**src/hw/rtl/vec3_arithmetic_unit_macros.svh**
```systemverilog
// Assertion macros used by the vector unit top module.
// Define NO_ASSERTIONS to compile the checks out.
`ifndef VEC3_ARITHMETIC_UNIT_MACROS_SVH
`define VEC3_ARITHMETIC_UNIT_MACROS_SVH
`ifndef NO_ASSERTIONS
`define VAU_ASSERT(label, prop) \
  label: assert property (@(posedge clk) disable iff (rst) prop) \
    else $error("vec3 unit check failed");
`define VAU_ASSERT_RST(label, prop) \
  label: assert property (@(posedge clk) prop) \
    else $error("vec3 unit reset check failed");
`else
`define VAU_ASSERT(label, prop)
`define VAU_ASSERT_RST(label, prop)
`endif
`endif

```
**src/hw/rtl/vau_queue.sv**
```systemverilog
`timescale 1ns / 1ps
module vau_queue #(
  parameter int W = 1
) (
  input  logic         clk,
  input  logic         rst,
  input  logic         push,
  input  logic [W-1:0] din,
  output logic         full,
  input  logic         pop,
  output logic         valid,
  output logic [W-1:0] dout
);

  logic [W-1:0] mem [2];
  logic         wp;
  logic         rp;
  logic [1:0]   cnt;

  always_ff @(posedge clk) begin
    if (rst) begin
      wp  <= 1'b0;
      rp  <= 1'b0;
      cnt <= 2'd0;
    end else begin
      if (push) wp <= ~wp;
      if (pop) rp <= ~rp;
      cnt <= cnt + 2'(push) - 2'(pop);
    end
  end

  always_ff @(posedge clk) begin
    if (push) mem[wp] <= din;
  end

  assign full  = (cnt == 2'd2);
  assign valid = (cnt != 2'd0);
  assign dout  = mem[rp];

endmodule

```
**config.mk**
```make
export PLATFORM = sky130hd
export DESIGN_NAME = vau_queue
export DESIGN_NICKNAME = d
export VERILOG_FILES = /design/src/hw/rtl/vec3_arithmetic_unit_macros.svh /design/src/hw/rtl/vau_queue.sv
export SDC_FILE = /design/constraint.sdc
export NUM_CORES = 1
export LEC_CHECK = 0
export BUFFER_PORTS_ARGS = -buffer_cell sky130_fd_sc_hd__buf_2
export CAP_MARGIN = 20
export CORE_AREA = 2 2 39 41
export DETAILED_ROUTE_END_ITERATION = 10
export DIE_AREA = 0 0 41 43
export PLACE_DENSITY = 0.37
export SLEW_MARGIN = 0
export SYNTH_ARGS = -nofsm -noshare
export SYNTH_HDL_FRONTEND = slang
export SYNTH_SLANG_ARGS = --single-unit
```
**constraint.sdc**
```tcl
create_clock -name clk -period 1.4 [get_ports clk]
set_input_delay 0.28 -clock clk [delete_from_list [all_inputs] [get_ports clk]]
set_output_delay 0.28 -clock clk [all_outputs]
set_load 0.005 [all_outputs]
```
==> qor.yml <==
critical_path:
  worstPathArrival_ns: 1.00
  setup.worst_path.class: "register to primary output"
  crit_path_start_kind: "register"
  cp-end-kind: "primary output"
  cp_max_fo: 1
  crit_required_ns: 1.12
sta:
  finalHoldViolCount: 0
  rsz0062_at_grt: "no"
  worst_clock_skew_ns: 0.00169
  maxSlewHeadroom: 0.870
  max_freq_mhz: 779
  worst_slew_pin_slew_ns: 0.194
  fin_setup_tns_ns: 0
  period_minus_slack_ns: 1.28
  slew_violations: 0
  fin_crit_sh: 0.917
  whs_ns: 0.219
  finalSetupViolations: 0
synth:
  synth_seq_area_share: 0.552
  syn-num-nets: 31
  synth_seq_cells: 7
  syn_avg_cell_area_um2: 12.1
  syn_area_um2: 290
  yosysWarnings: 0
  synth_cell_types: 11
  synth_cells: 24
floorplanning:
  fp-row-count: 14
  ios: 8
  fp.dieW_um: 41
  die_h_um: 43
  coreArea_mm2: 0.00138
  dieArea_mm2: 0.00176
  start_util: 0.210
cells_and_area:
  drive_gt1_frac: 0.314
  antennaDiodeCount: 0
  fillCellCount: 153
  area_delta_synth_final_pct: 28.0
  layout.nets: 43
  fin_util: 0.269
  layoutNonFillerInstCount: 51
cts:
  clk_latency_ns: 0.25
  post_cts_buffers: 0
  numCtsBuffers: 3
  cts_sinks: 7
  cts.clk_slew.worst_paths_ns: 0.05
  cts_resized: 0
  cts_hold_buf: 0
  cts.htree.levels: 1
  cts.root.buffer_cell: "clkbuf_4"
  clockBufferDepth: 2
  cts_tree: "yes"
drt:
  drtIter0Drc: 3
  route.detailed.drc: 0
  route.final.wire_length_um: 406
  drtPass1Iterations: 4
  wl_per_cell_um: 7.96
  route.vias.total: 182
  routed_via_density: 3.57
  antenna_left: 0
worst_hold_path:
  worstHoldPathType: "input port to register"
place:
  dp.cells: 47
  portBuffers: 7
  place_congestion: 0.697
power:
  power.static_leakage_nw: 0.170
  pwr-share-clk: 0.337
  intPower_w: 0.000415
  sw_frac_of_total: 0.235
  p_per_area_mw_per_mm2: 1460
  p_seq_frac: 0.460
  p_sw_w: 0.000127
  max-vdd-ir-drop_v: 0.000432
  combPwrFrac: 0.202
grt:
  antenna_found_initial: 0
  grt_pass1_wl_um: 669
  first_global_vias: 169
  gr-total-overflow: 0
  grt_max_degree: 6
  grt_usage: 0.0650
run_status:
  status: "finished, final reports clean"
job:
  max-cap-violations: 0
-- cells in the mapped netlist (all sizes together) --
cell type / instances / area share
dfxtp: 5 / 0.34
xnor2: 2 / 0.060
mux2: 1 / 0.039
edfxtp: 2 / 0.21
nor2b: 3 / 0.065
or2: 1 / 0.022
inv: 2 / 0.026
xnor3: 1 / 0.078
nor2: 4 / 0.052
and2: 1 / 0.022
ha: 2 / 0.086
-- worst max-delay path, cell delays in order (launching register included) --
cell and delay [ns]:
edfxtp_1 0.34, mux2_1 0.29, buf_2 0.12
-- stage by stage --
step | area, µm² | power [W] | setup slack (ns)
after floorplan | 290 | 0.000328 | 0.267
after global placement | 345 | 0.000363 | 0.192
after detailed placement | 345 | 0.000366 | 0.169
after CTS | 372 | 0.000556 | 0.0938
after global routing | 372 | 0.000583 | 0.0587
final | 372 | 0.000543 | 0.116
-- metal layers --
metal	up-vias	wire (µm)	GRT usage
met1	78	191	0.0767
li1	99	-	-
met3	0	25	0.0209
met2	5	190	0.0688
met4	0	0	0.100
met5	-	0	0
-- cell families (layout without fill, tap and decap cells) --
| family | after synthesis | count (layout) | synth area share |
|---|---|---|---|
| and+or+nand+nor | 9 | 9 | 0.160 |
| xor gates and xnor gates | 3 | 3 | 0.138 |
| muxes | 1 | 1 | 0.0388 |
| DFF | 7 | 7 | 0.552 |
| adders and majority gates | 2 | 2 | 0.0862 |
| buffers and inverters | 2 | 13 | 0.0259 |
-- power by group through the flow --
stage                     clock network (W)  registers [W]  logic [W]
after floorplan                           0       0.000251  0.0000773
after global placement                    0       0.000253   0.000110
after detailed placement                  0       0.000255   0.000112
after CTS                          0.000193       0.000250   0.000112
after global routing               0.000203       0.000253   0.000126
final                              0.000183       0.000250   0.000110
-- cell usage in the layout, fill, tap and decap left out --
cell type / count
buf_2: 7
edfxtp_1: 2
ha_1: 2
and2_1: 1
clkbuf_4: 3
mux2_1: 1
inv_1: 2
or2_2: 1
xnor2_1: 2
nor2_1: 4
clkbuf_1: 1
nor2b_1: 3
xnor3_1: 1
dfxtp_1: 5
-- final cells by class --
| cell class | count | area [µm²] | area share |
|---|---|---|---|
| repair buffers | 7 | 35.0 | 0.0943 |
| well taps | 16 | 20.0 | 0.0539 |
| flip-flops and latches | 7 | 160 | 0.431 |
| clock buffers | 4 | 26.3 | 0.0707 |
| inverters | 2 | 7.51 | 0.0202 |
| multi-input cells | 15 | 123 | 0.330 |
-- path summary, 6_finish.rpt --
kind,slack [ns],cells after the start,startpoint,end
worst max-delay path,0.12,2,mem[1]$_DFFE_PP_,dout
worst min-delay path,0.22,1,din,mem[1]$_DFFE_PP_
worst max register to register,0.19,6,cnt[0]$_SDFF_PP0_,cnt[1]$_SDFF_PP0_
worst min register to register,0.52,2,rp$_SDFFE_PP0P_,rp$_SDFFE_PP0P_
No activity file was read; power rests on OpenSTA's default activity.
