$ cat config.mk
export PLATFORM = sky130hd
export DESIGN_NAME = vau_front
export DESIGN_NICKNAME = d
export VERILOG_FILES = /design/src/hw/rtl/vec3_arithmetic_unit_macros.svh /design/src/hw/rtl/vau_pkg.sv /design/src/hw/rtl/vau_front.sv
export SDC_FILE = /design/constraint.sdc
export NUM_CORES = 1
export LEC_CHECK = 0
export BUFFER_PORTS_ARGS = -buffer_cell sky130_fd_sc_hd__buf_2
export CORE_AREA = 8 8 207 209
export DETAILED_ROUTE_END_ITERATION = 7
export DIE_AREA = 0 0 215 217
export PLACE_DENSITY_LB_ADDON = 0.08
export SYNTH_ARGS = -nofsm -noshare
export SYNTH_HDL_FRONTEND = slang
export SYNTH_SLANG_ARGS = --single-unit
$ cat constraint.sdc
create_clock -name vclk -period 3.4
set_clock_uncertainty 0.2 [all_clocks]
set_input_delay 0 -clock vclk [all_inputs]
set_output_delay 0 -clock vclk [all_outputs]
set_load 0.01 [all_outputs]
$ cat src/hw/rtl/vec3_arithmetic_unit_macros.svh
// Assertion macros used by the vector unit top module.
// Define NO_ASSERTIONS to compile the checks out.
`ifndef VEC3_ARITHMETIC_UNIT_MACROS_SVH
`define VEC3_ARITHMETIC_UNIT_MACROS_SVH
`ifndef NO_ASSERTIONS
`define VAU_ASSERT(label, prop) \
  label: assert property (@(posedge clk) disable iff (rst) prop) \
    else $error("vec3 unit check failed");
`define VAU_ASSERT_RST(label, prop) \
  label: assert property (@(posedge clk) prop) \
    else $error("vec3 unit reset check failed");
`else
`define VAU_ASSERT(label, prop)
`define VAU_ASSERT_RST(label, prop)
`endif
`endif

$ cat src/hw/rtl/vau_pkg.sv
`timescale 1ns / 1ps
package vau_pkg;

  localparam int FRAC_BITS_DEF = 16;

  typedef enum logic [3:0] {
    OP_ADD   = 4'd0,
    OP_SUB   = 4'd1,
    OP_MUL   = 4'd2,
    OP_DIV   = 4'd3,
    OP_SADD  = 4'd4,
    OP_SSUB  = 4'd5,
    OP_SMUL  = 4'd6,
    OP_SDIV  = 4'd7,
    OP_NEG   = 4'd8,
    OP_DOT   = 4'd9,
    OP_CROSS = 4'd10,
    OP_MAG   = 4'd11,
    OP_SQMAG = 4'd12,
    OP_NORM  = 4'd13,
    OP_LERP  = 4'd14,
    OP_EQ    = 4'd15
  } op_t;

  typedef struct packed {
    op_t  op;
    logic use_div;
  } cls_t;

  // Classified request as it sits in the queue.
  typedef struct packed {
    cls_t             cls;
    logic [2:0][31:0] a;
    logic [2:0][31:0] b;
    logic [31:0]      s;
    logic [2:0][32:0] d;
  } qent_t;

  // Partial result carried through the square root stages.
  typedef struct packed {
    op_t              op;
    logic             use_div;
    logic [2:0][31:0] r;
    logic [31:0]      sc;
    logic             sat;
    logic [2:0][31:0] a;
    logic [2:0][31:0] b;
    logic [31:0]      s;
  } res_t;

  // Side data carried through the divider stages.
  typedef struct packed {
    res_t        res;
    logic [31:0] root;
    logic [2:0]  neg;
    logic [2:0]  zero;
  } dside_t;

  typedef struct packed {
    logic        sat;
    logic [31:0] val;
  } sat_t;

  function automatic sat_t sat32(input logic signed [79:0] v);
    sat_t o;
    if (v[79:31] == {49{v[79]}}) begin
      o.sat = 1'b0;
      o.val = v[31:0];
    end else begin
      o.sat = 1'b1;
      o.val = v[79] ? 32'h8000_0000 : 32'h7fff_ffff;
    end
    return o;
  endfunction

  function automatic logic signed [79:0] sx(input logic [31:0] v);
    return 80'($signed(v));
  endfunction

  // Magnitude of a signed 32-bit value; the most negative value needs bit 32.
  function automatic logic [32:0] abs33(input logic [31:0] v);
    return v[31] ? (33'd0 - {v[31], v}) : {1'b0, v};
  endfunction

endpackage

$ cat src/hw/rtl/vau_front.sv
`timescale 1ns / 1ps
module vau_front import vau_pkg::*; (
  input  logic [3:0]         req_type,
  input  logic signed [31:0] ax,
  input  logic signed [31:0] ay,
  input  logic signed [31:0] az,
  input  logic signed [31:0] bx,
  input  logic signed [31:0] by,
  input  logic signed [31:0] bz,
  input  logic signed [31:0] scal,
  output qent_t              ent
);

  always_comb begin
    ent.cls.op = op_t'(req_type);
    ent.cls.use_div = (ent.cls.op == OP_DIV) || (ent.cls.op == OP_SDIV) ||
                      (ent.cls.op == OP_NORM);
    ent.a[0] = ax;
    ent.a[1] = ay;
    ent.a[2] = az;
    ent.b[0] = bx;
    ent.b[1] = by;
    ent.b[2] = bz;
    ent.s    = scal;
    // Exact b - a for interpolation, one bit wider than the operands.
    ent.d[0] = 33'(bx) - 33'(ax);
    ent.d[1] = 33'(by) - 33'(ay);
    ent.d[2] = 33'(bz) - 33'(az);
  end

endmodule

==> flow_summary.json <==
{
  "design.core.area_mm2": 0.0395,
  "cp_data_required_time_ns": 3.20,
  "period_share_pct": 80.8,
  "clockBufferCount": 0,
  "layout.nets": 1652,
  "ant_nets": 0,
  "area_growth_syn_to_layout_pct": 22.4,
  "grt_pass1_wl_mm": 51.0,
  "min_path_type": "primary input to output port",
  "dp_hpwl_mm": 31.0,
  "ir_worst_vdd_uv": 66.1,
  "overflow": 0,
  "syn_avg_cell_area_um2": 6.89,
  "fin_util_pct": 22.5,
  "sw_frac_of_total_pct": 59.0,
  "crit_path_start": "az[8]",
  "seq_area_um2": 0,
  "clkPwrFrac_pct": 0,
  "crit_top_cell": "a21oi_1",
  "track_usage_pct": 13.3,
  "slew_viol_final": 0,
  "cp_max_fo": 5,
  "path_class": "primary input to output port",
  "synthTopCellsByArea": "buf_4 24%, ha_1 17%, a21oi_1 6.5%",
  "fmax_mhz": 364,
  "p_int_uw": 815,
  "antenna_found_initial": 0,
  "synth_top_area_share_pct": 24.0,
  "drive_gt1_share_pct": 39.5,
  "die_area_mm2": 0.0467,
  "hold-worst-slack_ns": 0.000146,
  "p_sw_uw": 1170,
  "worst-slew-pin-transition_ns": 0.536,
  "startpoint_type": "primary input",
  "worstPathCellList": "buf_2 > inv_1 > ha_1 > a21oi_1 > o21a_1 > o221ai_1 > a21oi_1 > o21ai_0 > a21oi_1 > o21ai_1 > xor2_1 > buf_2",
  "leakage_uw": 0.00487,
  "synth-seq-area-share_pct": 0,
  "cts-resized-gates": 0,
  "p_comb_share_pct": 100.0,
  "via_per_inst": 4.20,
  "power_uw": 1990,
  "rsz0062_at_grt": "no",
  "ys_warn_count": 0,
  "num_rows": 73,
  "cts_setup_buffers": 0,
  "fillers": 4625,
  "yosys.area.top_type": "buf_4",
  "power_density_mw_per_mm2": 224,
  "firstDrtPassIters": 4,
  "vias": 7757,
  "synth_cell_types": 69,
  "die_w_um": 215,
  "routabilityCongestion": 0.766,
  "drc": 0,
  "fp.dieH_um": 217,
  "grt_pass1_vias": 8580,
  "seqPwrFrac_pct": 0,
  "outcome": "complete, no violations",
  "cp-end-kind": "output port",
  "slowest_stage": "a21oi_1",
  "synth_nets": 1378,
  "hold_viol_final": 0,
  "grt_max_degree": 13,
  "period_needed_ns": 2.75,
  "io_pins": 556,
  "post_drt_wl_per_cell_um": 18.5,
  "slowest_delay_ns": 0.41,
  "setup_viol": 0,
  "arrival_ns": 2.55,
  "syn-cell-area_mm2": 0.00724,
  "min_from": "req_type[0]",
  "io_buffer_count": 492,
  "setup_tns_ns": 0,
  "nFlopsAndLatches": 0,
  "slew_headroom_pct": 64.0,
  "finalWirelength_mm": 34.1,
  "synth_cells": 1051,
  "start_util_pct": 18.4,
  "first_iter_violations": 243,
  "cap_violations": 0
}
## power by group through the flow
stage	clock [uW]	combinational (uW)	sequential (uW)
3_3_place_gp	0	2010	0
5_1_grt	0	2200	0
4_1_cts	0	2050	0
2_1_floorplan	0	1310	0
3_5_place_dp	0	1990	0
6_report	0.0000289	1990	0
## critical path, delay by kind of cell
kind | cells | cell delay, ns
compound gates | 7 | 1.70
fa+ha+maj | 1 | 0.36
xor+xnor | 1 | 0.15
buf+inv | 3 | 0.34
## cells in the final DEF, fill, tap and decap left out, drive strengths merged, types with 4 or more instances in the layout
master / Yosys / routed
o21ai: 54 / 54
o31a: 4 / 4
ha: 96 / 96
or2: 7 / 7
inv: 124 / 124
nand4: 22 / 22
and3: 6 / 6
nor3: 10 / 10
o21a: 15 / 15
xnor2: 52 / 52
nor2b: 18 / 18
a21o: 33 / 33
a21oi: 96 / 96
o31ai: 5 / 5
buf: 237 / 493
nand2b: 7 / 7
nand3: 16 / 16
a31oi: 9 / 9
xor2: 32 / 32
and2: 5 / 5
a41oi: 5 / 5
o211ai: 5 / 5
nor2: 36 / 36
dlygate4sd3: 0 / 32
nand2: 63 / 63
a21boi: 4 / 4
o2111ai: 4 / 4
nor4: 6 / 6
o21bai: 14 / 14
## layout make-up
class	instances	area, um^2	area share (%)
multi-input cells	674	4950	55.8
repair buffers	525	2790	31.5
well taps	525	657	7.41
inverters	124	465	5.25
diodes	1	2.50	0.0282
## layer usage
layer  track usage, %  share of wire, %  up-vias
li1                 -                 -     3927
met1             15.9                42     3548
met2             25.5                52      272
met3             2.55               5.7       10
met4            0.704              0.63        0
met5                0                 0        -
## worst paths after layout
path / to / depth (start not counted)
hold / removal: ent[324] / 2
setup / recovery: ent[97] / 12
## synth_stat cells, types with 4 or more instances
cell type and count:
a31oi_1 8, nor3_1 10, and3_1 5, nand4_1 21, ha_1 96, a21oi_1 94, nor2b_1 18, nand3_1 16
o211ai_1 5, nor4_1 6, buf_4 232, a41oi_1 5, o31a_1 4, o21ai_0 44, and2_1 5, nand2b_1 7
o21a_1 15, xnor2_1 52, or2_2 7, o21ai_1 6, nand2_1 63, xor2_1 32, o2111ai_1 4, clkbuf_1 16
inv_1 124, o21bai_1 14, a21o_1 33, nor2_1 36, buf_2 5
## logic make-up after synthesis
| family | Yosys count | synth area share (%) |
|---|---|---|
| buffers and inverters | 377 | 31.7 |
| AOI/OAI and AO/OA | 284 | 26.2 |
| muxes | 2 | 0.276 |
| and+or+nand+nor | 205 | 14.3 |
| adders and majority gates | 99 | 17.4 |
| xor gates and xnor gates | 84 | 10.2 |
## through the flow
| stage | std cells | worst slack [ns] | instance area, um^2 |
|---|---|---|---|
| 3_3_place_gp | 1816 | 0.615 | 8540 |
| 2_1_floorplan | 1051 | 1.18 | 7240 |
| 5_1_grt | 1848 | 0.345 | 8860 |
| 4_1_cts | 1848 | 0.613 | 8860 |
| 3_5_place_dp | 1816 | 0.622 | 8540 |
| 6_report | 1849 | 0.653 | 8860 |
## timing repair
item / 4_1_cts / 5_1_grt
hold buffers: 32 / 0
hold endpoints to repair: 32 / 0
setup endpoints to repair: 0 / 0
Note: power is estimated with default switching activity, not from simulation.
